### config.mk
export PLATFORM = sky130hd
export DESIGN_NAME = bounded_deque_with_search
export DESIGN_NICKNAME = d
export VERILOG_FILES = /design/src/bdq_pkg.sv /design/src/bdq_store.sv /design/src/bounded_deque_with_search.sv
export VERILOG_INCLUDE_DIRS = /design/src /design/src/src
export SDC_FILE = /design/constraint.sdc
export NUM_CORES = 2
export LEC_CHECK = 0
export ABC_AREA = 1
export BUFFER_PORTS_ARGS = -buffer_cell sky130_fd_sc_hd__buf_2
export CAP_MARGIN = 40
export CORE_MARGIN = 4
export CORE_UTILIZATION = 30
export DETAILED_ROUTE_END_ITERATION = 7
export PLACE_DENSITY = 0.5
export SETUP_SLACK_MARGIN = 0.5
export SYNTH_ARGS = -nofsm -noshare
export SYNTH_HDL_FRONTEND = slang
export SYNTH_SLANG_ARGS = --single-unit
### constraint.sdc
create_clock -name clk -period 9.9 [get_ports clk]
set_input_delay 0.99 -clock clk [delete_from_list [all_inputs] [get_ports clk]]
set_output_delay 0.99 -clock clk [all_outputs]
set_load 0.02 [all_outputs]
### src/bounded_deque_with_search_assert.svh
// Assertion macros used by the deque RTL.
`ifndef BOUNDED_DEQUE_WITH_SEARCH_ASSERT_SVH
`define BOUNDED_DEQUE_WITH_SEARCH_ASSERT_SVH
`ifndef SYNTHESIS
`define BDQ_ASSERT(label, expr) \
    label: assert property (@(posedge clk) disable iff (!rst_n) (expr)) \
        else $error("bdq invariant violated");
`define BDQ_ASSERT_IMPL(label, ante, cons) \
    label: assert property (@(posedge clk) disable iff (!rst_n) (ante) |-> (cons)) \
        else $error("bdq implication violated");
`define BDQ_ASSERT_NEXT(label, ante, cons) \
    label: assert property (@(posedge clk) disable iff (!rst_n) (ante) |=> (cons)) \
        else $error("bdq next-cycle check violated");
`else
`define BDQ_ASSERT(label, expr)
`define BDQ_ASSERT_IMPL(label, ante, cons)
`define BDQ_ASSERT_NEXT(label, ante, cons)
`endif
`endif

### src/bdq_pkg.sv
// Shared types and constants for the bounded deque with search.
package bdq_pkg;

    localparam int DEPTH_DEFAULT = 64;
    localparam int DATA_W        = 32;
    localparam int COUNT_W       = 7;
    localparam int ACTION_W      = 3;

    typedef enum logic [ACTION_W-1:0] {
        ACT_PUSH_FRONT = 3'd0,
        ACT_PUSH_BACK  = 3'd1,
        ACT_POP_FRONT  = 3'd2,
        ACT_POP_BACK   = 3'd3,
        ACT_MEMBER     = 3'd4,
        ACT_CLEAR      = 3'd5
    } action_t;

    typedef enum logic [1:0] {
        ST_IDLE = 2'd0,
        ST_SCAN = 2'd1,
        ST_DONE = 2'd2
    } state_t;

endpackage

### src/bdq_store.sv
// Element store: single write port, single registered read port.
module bdq_store #(
    parameter int DEPTH = bdq_pkg::DEPTH_DEFAULT
) (
    input  logic                            clk,
    input  logic                            wr_en,
    input  logic [$clog2(DEPTH)-1:0]        wr_addr,
    input  logic signed [bdq_pkg::DATA_W-1:0] wr_data,
    input  logic                            rd_en,
    input  logic [$clog2(DEPTH)-1:0]        rd_addr,
    output logic signed [bdq_pkg::DATA_W-1:0] rd_data
);

    logic signed [bdq_pkg::DATA_W-1:0] mem [DEPTH];
    logic signed [bdq_pkg::DATA_W-1:0] rd_data_reg;

    always_ff @(posedge clk)
    begin
        if (wr_en)
        begin
            mem[wr_addr] <= wr_data;
        end
        if (rd_en)
        begin
            rd_data_reg <= mem[rd_addr];
        end
    end

    assign rd_data = rd_data_reg;

endmodule

### src/bounded_deque_with_search.sv
// Bounded double-ended queue of signed 32-bit words with a membership search.
// Input channel: in_valid/in_stall carry action and value; one word per item.
// Output channel: out_valid/out_stall carry count, found and rejected; exactly
// one result word per input word, in order.
// Pushes, pops, clear and unused action codes finish in the accept cycle: the
// result is loaded into the output register on acceptance, and a new item
// can be taken every cycle while the output side keeps up.
// A member query walks the stored entries from front to back through the
// single read port of the store, one entry per cycle, and compares each word
// once the store's registered read returns it; it stops early at the first
// match and delivers from the done state. An empty deque needs no scan.
// While a query runs, in_stall is high.
// A result waits in the output register while out_stall is high; the input is
// stalled until that register can be refilled.
// Reset clears the count, the front index and all handshake state; the store
// itself is not cleared, since only entries written by inserts are ever read.
// Count is reported in 7 bits; DEPTH above 127 wraps it modulo 128.
`include "bounded_deque_with_search_assert.svh"

module bounded_deque_with_search #(
    parameter int DEPTH = bdq_pkg::DEPTH_DEFAULT
) (
    input  logic                                clk,
    input  logic                                rst_n,
    input  logic                                in_valid,
    output logic                                in_stall,
    input  logic [bdq_pkg::ACTION_W-1:0]        action,
    input  logic signed [bdq_pkg::DATA_W-1:0]   value,
    output logic                                out_valid,
    input  logic                                out_stall,
    output logic [bdq_pkg::COUNT_W-1:0]         count,
    output logic                                found,
    output logic                                rejected
);

    localparam int AW = $clog2(DEPTH);
    localparam int CW = $clog2(DEPTH + 1);

    bdq_pkg::state_t state_reg, state_next;
    logic [AW-1:0]   front_reg, front_next;
    logic [CW-1:0]   count_reg, count_next;
    logic [AW-1:0]   ptr_reg, ptr_next;
    logic [CW-1:0]   issued_reg, issued_next;
    logic [CW-1:0]   left_reg, left_next;
    logic            pend_reg, pend_next;
    logic            hit_reg, hit_next;
    logic            ovalid_reg, ovalid_next;
    logic signed [bdq_pkg::DATA_W-1:0] key_reg, key_next;
    logic [bdq_pkg::COUNT_W-1:0] ocount_reg, ocount_next;
    logic            ofound_reg, ofound_next;
    logic            orej_reg, orej_next;

    logic            out_free;
    logic            accept;
    logic            full;
    logic            empty;
    logic            load_out;
    logic [CW-1:0]   res_count;
    logic            res_found;
    logic            res_rej;
    logic [AW:0]     back_sum;
    logic [AW-1:0]   back_addr;

    logic            wr_en;
    logic [AW-1:0]   wr_addr;
    logic            rd_en;
    logic signed [bdq_pkg::DATA_W-1:0] rd_data;

    bdq_store #(
        .DEPTH (DEPTH)
    ) u_store (
        .clk     (clk),
        .wr_en   (wr_en),
        .wr_addr (wr_addr),
        .wr_data (value),
        .rd_en   (rd_en),
        .rd_addr (ptr_reg),
        .rd_data (rd_data)
    );

    assign out_free = !ovalid_reg || !out_stall;
    assign in_stall = !((state_reg == bdq_pkg::ST_IDLE) && out_free);
    assign accept   = in_valid && !in_stall;
    assign full     = (count_reg == CW'(DEPTH));
    assign empty    = (count_reg == '0);

    // slot just past the back, wrapped into the ring
    assign back_sum  = {1'b0, front_reg} + {1'b0, count_reg[AW-1:0]};
    assign back_addr = (back_sum >= (AW+1)'(DEPTH)) ? AW'(back_sum - (AW+1)'(DEPTH))
                                                    : back_sum[AW-1:0];

    always_comb
    begin
        state_next  = state_reg;
        front_next  = front_reg;
        count_next  = count_reg;
        ptr_next    = ptr_reg;
        issued_next = issued_reg;
        left_next   = left_reg;
        pend_next   = pend_reg;
        hit_next    = hit_reg;
        key_next    = key_reg;
        ovalid_next = ovalid_reg;
        ocount_next = ocount_reg;
        ofound_next = ofound_reg;
        orej_next   = orej_reg;
        wr_en       = 1'b0;
        wr_addr     = back_addr;
        rd_en       = 1'b0;
        load_out    = 1'b0;
        res_count   = count_reg;
        res_found   = 1'b0;
        res_rej     = 1'b0;

        if (ovalid_reg && !out_stall)
        begin
            ovalid_next = 1'b0;
        end

        case (state_reg)
            bdq_pkg::ST_IDLE:
            begin
                if (accept)
                begin
                    load_out = 1'b1;
                    case (bdq_pkg::action_t'(action))
                        bdq_pkg::ACT_PUSH_FRONT:
                        begin
                            if (full)
                            begin
                                res_rej = 1'b1;
                            end
                            else
                            begin
                                front_next = (front_reg == '0) ? AW'(DEPTH - 1)
                                                               : front_reg - 1'b1;
                                wr_en      = 1'b1;
                                wr_addr    = front_next;
                                count_next = count_reg + 1'b1;
                            end
                        end
                        bdq_pkg::ACT_PUSH_BACK:
                        begin
                            if (full)
                            begin
                                res_rej = 1'b1;
                            end
                            else
                            begin
                                wr_en      = 1'b1;
                                count_next = count_reg + 1'b1;
                            end
                        end
                        bdq_pkg::ACT_POP_FRONT:
                        begin
                            if (empty)
                            begin
                                res_rej = 1'b1;
                            end
                            else
                            begin
                                front_next = (front_reg == AW'(DEPTH - 1)) ? '0
                                                                           : front_reg + 1'b1;
                                count_next = count_reg - 1'b1;
                            end
                        end
                        bdq_pkg::ACT_POP_BACK:
                        begin
                            if (empty)
                            begin
                                res_rej = 1'b1;
                            end
                            else
                            begin
                                count_next = count_reg - 1'b1;
                            end
                        end
                        bdq_pkg::ACT_MEMBER:
                        begin
                            if (!empty)
                            begin
                                load_out    = 1'b0;
                                state_next  = bdq_pkg::ST_SCAN;
                                ptr_next    = front_reg;
                                issued_next = '0;
                                left_next   = count_reg;
                                pend_next   = 1'b0;
                                key_next    = value;
                            end
                        end
                        bdq_pkg::ACT_CLEAR:
                        begin
                            front_next = '0;
                            count_next = '0;
                        end
                        default:
                        begin
                        end
                    endcase
                    res_count = count_next;
                end
            end
            bdq_pkg::ST_SCAN:
            begin
                pend_next = 1'b0;
                if (issued_reg != count_reg)
                begin
                    rd_en       = 1'b1;
                    pend_next   = 1'b1;
                    issued_next = issued_reg + 1'b1;
                    ptr_next    = (ptr_reg == AW'(DEPTH - 1)) ? '0 : ptr_reg + 1'b1;
                end
                // compare the word read last cycle
                if (pend_reg)
                begin
                    left_next = left_reg - 1'b1;
                    if (rd_data == key_reg)
                    begin
                        hit_next   = 1'b1;
                        state_next = bdq_pkg::ST_DONE;
                    end
                    else if (left_reg == CW'(1))
                    begin
                        hit_next   = 1'b0;
                        state_next = bdq_pkg::ST_DONE;
                    end
                end
            end
            bdq_pkg::ST_DONE:
            begin
                if (out_free)
                begin
                    load_out   = 1'b1;
                    res_found  = hit_reg;
                    state_next = bdq_pkg::ST_IDLE;
                end
            end
            default:
            begin
                state_next = bdq_pkg::ST_IDLE;
            end
        endcase

        if (load_out)
        begin
            ovalid_next = 1'b1;
            ocount_next = bdq_pkg::COUNT_W'(res_count);
            ofound_next = res_found;
            orej_next   = res_rej;
        end
    end

    always_ff @(posedge clk or negedge rst_n)
    begin
        if (!rst_n)
        begin
            state_reg  <= bdq_pkg::ST_IDLE;
            front_reg  <= '0;
            count_reg  <= '0;
            issued_reg <= '0;
            left_reg   <= '0;
            pend_reg   <= 1'b0;
            hit_reg    <= 1'b0;
            ovalid_reg <= 1'b0;
        end
        else
        begin
            state_reg  <= state_next;
            front_reg  <= front_next;
            count_reg  <= count_next;
            issued_reg <= issued_next;
            left_reg   <= left_next;
            pend_reg   <= pend_next;
            hit_reg    <= hit_next;
            ovalid_reg <= ovalid_next;
        end
    end

    always_ff @(posedge clk)
    begin
        ptr_reg    <= ptr_next;
        key_reg    <= key_next;
        ocount_reg <= ocount_next;
        ofound_reg <= ofound_next;
        orej_reg   <= orej_next;
    end

    assign out_valid = ovalid_reg;
    assign count     = ocount_reg;
    assign found     = ofound_reg;
    assign rejected  = orej_reg;

    `BDQ_ASSERT(a_count_bound, count_reg <= CW'(DEPTH))
    `BDQ_ASSERT_IMPL(a_store_quiet_in_scan, state_reg != bdq_pkg::ST_IDLE, !wr_en)
    `BDQ_ASSERT_IMPL(a_scan_within_seq, state_reg == bdq_pkg::ST_SCAN,
                     (issued_reg <= count_reg) && (left_reg <= count_reg) && (left_reg != '0))
    `BDQ_ASSERT_NEXT(a_simple_op_result,
                     accept && (action != bdq_pkg::ACT_MEMBER), ovalid_reg)
    `BDQ_ASSERT_NEXT(a_scan_holds_count, state_reg == bdq_pkg::ST_SCAN,
                     $stable(count_reg) && $stable(front_reg))

endmodule

=== Word-level counts from Yosys, hierarchy flattened ===
Memory sizes are Yosys's and may differ from the RTL's. A register that Yosys moved wholly into a read port is not among the register bits.
Index checks and enable logic that the tools add are counted.

* Flip-flop bits (word level): 79
* Memory bits (writable): 2048
* Bits of input ports: 39
* Output and inout bits: 11
* Word-level logic and storage cells: 135
* Memories kept: 1

* Add/sub/neg operators: 9
* $lt $le $gt $ge: 1
* Eq/ne operators: 22
* Multiplexer cells: 62
* Bitwise operators: 1
* Reductions and logical operators: 26

{| class="wikitable"
|+ Memories
! memory !! words !! width !! read ports !! clocked after Yosys merged registers in !! wr ports !! RTL line !! text
|-
| u_store.mem || 64 || 32 || 1 || 1 || 1 || bdq_store.sv:14 || <nowiki>logic signed [bdq_pkg::DATA_W-1:0] mem [DEPTH];</nowiki>
|}

{| class="wikitable"
|+ Operators by type and width
! kind !! number
|-
| $mux W6 || 14
|-
| $mux W7 || 12
|-
| $eq A32 B32 Y1 || 1
|-
| $pmux W7 S2 || 2
|-
| $pmux W7 S3 || 1
|-
| $mux W1 || 20
|-
| $pmux W6 S3 || 1
|-
| $reduce_and A5 Y1 || 3
|-
| $add A7 B1 Y7 const B || 2
|-
| $mux W2 || 7
|-
| $ne A2 B2 Y1 const B || 7
|-
| $sub A7 B1 Y7 const B || 2
|-
| $add A6 B1 Y6 const B || 2
|-
| $eq A6 B6 Y1 const B || 2
|-
| $pmux W6 S2 || 1
|-
| $sub A6 B1 Y6 const B || 2
|-
| $reduce_and A4 Y1 || 2
|-
| $add A6 B6 Y7 || 1
|-
| $eq A7 B1 Y1 const B || 1
|-
| $eq A7 B7 Y1 const B || 1
|-
| $ge A7 B7 Y1 const B || 1
|-
| $logic_not A7 Y1 || 1
|-
| $ne A7 B7 Y1 || 1
|-
| $eq A3 B2 Y1 const B || 2
|-
| other kinds (21) || 32
|}

=== Logic depth before layout (Yosys ltp) ===
* Depth in word-level cells: 8
* Depth in mapped cells: 13
* Gate-level depth less buffers: 12

=== Cells and area by module ===
A second synthesis with hierarchy kept.

* Cells, all modules: 7311
* Area total of the unflattened synthesis: 87747.9 um^2

{| class="wikitable"
|+ Modules (own cells, without submodules)
! module !! times used !! cells an instance !! area each (um^2) !! sequential area each (um^2)
|-
| bdq_store || 1 || 6778 || 83077.2 || 62459.9
|-
| bounded_deque_with_search || 1 || 533 || 4670.7 || 2212.1
|}

=== Least setup slack after synthesis ===
Ideal clock, no wire load.

* Path kind: input to register
* From: in out_stall
* To: mem u_store.mem[14][0] (netlist bit), enable pin
* Setup time: 0.421 ns
* Arrival time: 3.475 ns
* Data required time: 9.479 ns
* Setup slack: 6.004 ns
* Stages: 11
* Buffers on the path: 1
* Path through: nand2_1 -> nand3_1 -> clkinv_2 -> nand4_4 -> buf_12 -> inv_6 -> nand2_2 -> nand2_4 -> inv_2 -> nand3_4 -> nor2_1

* Word-level cells in the longest chain between the ends: 8
* Elaborated cells on any way between the ends: 10
* Those cells by class: mux (6); reduce/logical (4)

{| class="wikitable"
|+ Ends and longest elaborated chain
! item !! RTL line !! text
|-
| start: declaration || bounded_deque_with_search.sv:30 || <nowiki>input logic out_stall,</nowiki>
|-
| $logic_not A1 Y1 * || bounded_deque_with_search.sv:81 || <nowiki>assign out_free = !ovalid_reg || !out_stall;</nowiki>
|-
| $logic_or A1 B1 Y1 * || bounded_deque_with_search.sv:81 ||
|-
| $logic_and A1 B1 Y1 * || bounded_deque_with_search.sv:82 || <nowiki>assign in_stall = !((state_reg == bdq_pkg::ST_IDLE) && out_free);</nowiki>
|-
| $logic_and A1 B1 Y1 * || bounded_deque_with_search.sv:83 || <nowiki>assign accept = in_valid && !in_stall;</nowiki>
|-
| $mux W1 || bounded_deque_with_search.sv:123 || <nowiki>if (accept)</nowiki>
|-
| $mux W1 || bounded_deque_with_search.sv:120 || <nowiki>case (state_reg)</nowiki>
|-
| $mux W1 || bdq_store.sv:19 || <nowiki>if (wr_en)</nowiki>
|-
| $mux W1 (not written as such) || bdq_store.sv:21 || <nowiki>mem[wr_addr] <= wr_data;</nowiki>
|-
| end: declaration || bdq_store.sv:14 ||
|}

Mark *: on every way between the ends. The rest lies on a longest branch, timed or not.

==> flow_summary.toml <==
[synth]
yosysUniqueCellTypes = 47
async_reset_ff_frac = 0.01482
syn_avg_cell_area_um2 = 12.37
synth-main-ff-cell = "edfxtp_1"
synth_cells = 7048
netlist_area_um2 = 87200
syn_nets = 7103
ys_seq_area_frac = 0.7416
synth_area_leaders = "edfxtp_1 (73%), nand2_1 (6.8%), o21ai_0 (4.5%), nor2_1 (3.8%), a21boi_0 (2.1%)"
synth-warning-count = 0
yosysTopAreaCellShare = 0.7324
synth_seq_cells = 2159
synth_top_cell_by_area = "edfxtp_1"
synth-edff-count = 2127

[global_routing]
grt_pass1_vias = 54450
track_usage = 0.1763
overflow = 0
grt_max_degree = 197
antenna_found_initial = 19
grt_pass1_wl_um = 389000

[routing]
wl_met1_um = 117700
routedWlPerCell_um = 24.54
routed.top_layer = "met4"
ant_nets = 0
routed_via_density = 5.035
wl_met2_um = 126300
wl_um = 273400
drcViolationCount = 0
dr_wl_met3_um = 18980
first_pass_iters = 6
drt_iter0_drc = 6163
dr_total_vias = 56080

[final_layout]
largest_reg_flops = 2048
fin_area_um2 = 99600
syn2layout_area_growth_pct = 14.21
fin_nets = 7126
fin_cells = 11140
fillCellCount = 28100
layout-drive-gt1-share = 0.08746
layout_commonest_cell = "edfxtp_1"
final_cell_mix = "edfxtp_1 (2127), nand2_1 (1586), nor2_1 (815), o21ai_0 (786), o22ai_1 (268)"

[setup_path]
crit_top_cell = "nand2_1"
arrival_ns = 5.42
crit_fanout = 196
required_ns = 10.60
crit_family = "buffers and inverters"
critPathLaunchType = "flop"
cp_slowest_cell = "buf_4"
cp-end-kind = "flop"
slowest_delay_ns = 0.74
critPathKind = "flop to flop"
crit_path_cell_trace = "buf_12 > inv_16 > buf_4 > buf_4 > o21ai_0 > o22ai_1 > nand2_1 > nand2_1 > nand3_1 > nand2_1 > nand2_1 > nand2_1"
crit_buf_inv = 4

[hold_path]
hold_path_class = "primary input to async pin"

[placement]
dp_hpwl_um = 138300
post-place-ws_ns = 5.233
placed_area_um2 = 92790
port_buffers = 49
place_congestion = 0.7862
dp.cells = 10720

[cts]
cts_buffer_depth = 4
ctsResizeCount = 0
cts_sinks = 2159
cts-root-buf = "clkbuf_16"
cts_setup_buffers = 0
cts_buffers = 227
path_clk_slew_ns = 0.06
cts_tree = "done"
cts_hold_buf = 0
worstSkewPairLatency_ns = 0.90
htree_levels = 4

[sta]
fin_crit_sh = 0.4766
setup_slack_ns = 5.181
rsz0062_at_grt = "false"
worst_hold_slack_ns = 0.2175
clock_skew_ns = 0.07486
clock.fmax_mhz = 211.9
setup_viol = 0
relSlewSlack = 0.3156
setup_tns_ns = 0
worst_slew_pin_slew_ns = 1.027
final.min_clock_period_ns = 4.719
maxSlewViolCount = 0
finalHoldViolCount = 0

[pwr]
p_leak_nw = 33.18
power_density_nw_per_um2 = 260.2
peakVddDrop_v = 0.0001617

[die]
die_x_um = 547.2
die_area_um2 = 299400
ios = 50
core_area_um2 = 288600
die_h_um = 547.2
rows = 197
start_util = 0.3021

[outcome]
status = "completed"

[flow_run]
max_cap_viol_count = 0
## stage by stage
stage | util | total power [mW]
finish | 0.3451 | 25.91
global route | 0.3450 | 27.18
CTS | 0.3450 | 26.11
detailed placement | 0.3215 | 18.12
global placement | 0.3193 | 17.97
floorplan | - | 15.09
## synth_stat cells (all sizes together), types with 2 or more instances
master and number:
buf 199, nand4 13, nor3 4, a21boi 249
edfxtp 2127, o211ai 4, o22ai 268, xnor2 21
nor2 889, clkinv 5, clkbuf 227, nand2 1606
ha 15, a21oi 265, o21ai 815, dfrtp 32
xor2 18, nand3 180, a31oi 2, inv 100
## worst paths after layout
| kind | depth (start not counted) | endpoint | slack (ns) | start |
|---|---|---|---|---|
| setup / recovery | 12 | u_store.rd_data[16] | 5.18 | ptr_reg[0] |
| hold / removal | 1 | front_reg[3] | 0.22 | rst_n |
| setup reg to reg | 12 | u_store.rd_data[16] | 5.18 | ptr_reg[0] |
| hold reg to reg | 2 | hit_reg | 0.48 | hit_reg |
| max in group asynchronous | 1 | left_reg[1] | 9.17 | rst_n |
| min in group clk | 3 | out_valid | 0.46 | out_stall |
## routing by layer
metal	up-vias	GRT usage
li1	25250	-
met1	28360	0.2426
met2	2065	0.2827
met3	413	0.02775
met4	0	0.06299
met5	-	0
## layout make-up
cell class | instances | area, um^2 | share of cell area
Sequential cell | 2159 | 64670 | 0.6493
Multi-Input combinational cell | 4358 | 20770 | 0.2086
Clock buffer | 289 | 5956 | 0.05980
Tap cell | 3880 | 4855 | 0.04874
Timing Repair Buffer | 220 | 2044 | 0.02053
Clock inverter | 118 | 834.6 | 0.008379
Inverter | 105 | 439.2 | 0.004409
Antenna cell | 10 | 25.02 | 0.0002512
## report_power, final
group	internal, mW	switching, mW
sequential	10.4	0.176
clock	4.48	3.52
combinational	1.82	5.54
total	16.7	9.24
## logic make-up after synthesis
kind of cell	after synthesis	synth area share
AO/OA/AOI/OAI	1609	0.1044
XOR/XNOR	39	0.003917
adder cells (fa/ha/maj)	16	0.002382
buffers and inverters	531	0.02594
flip-flops	2159	0.7416
AND/OR/NAND/NOR	2694	0.1217
No activity file was read; power rests on OpenSTA's default activity.
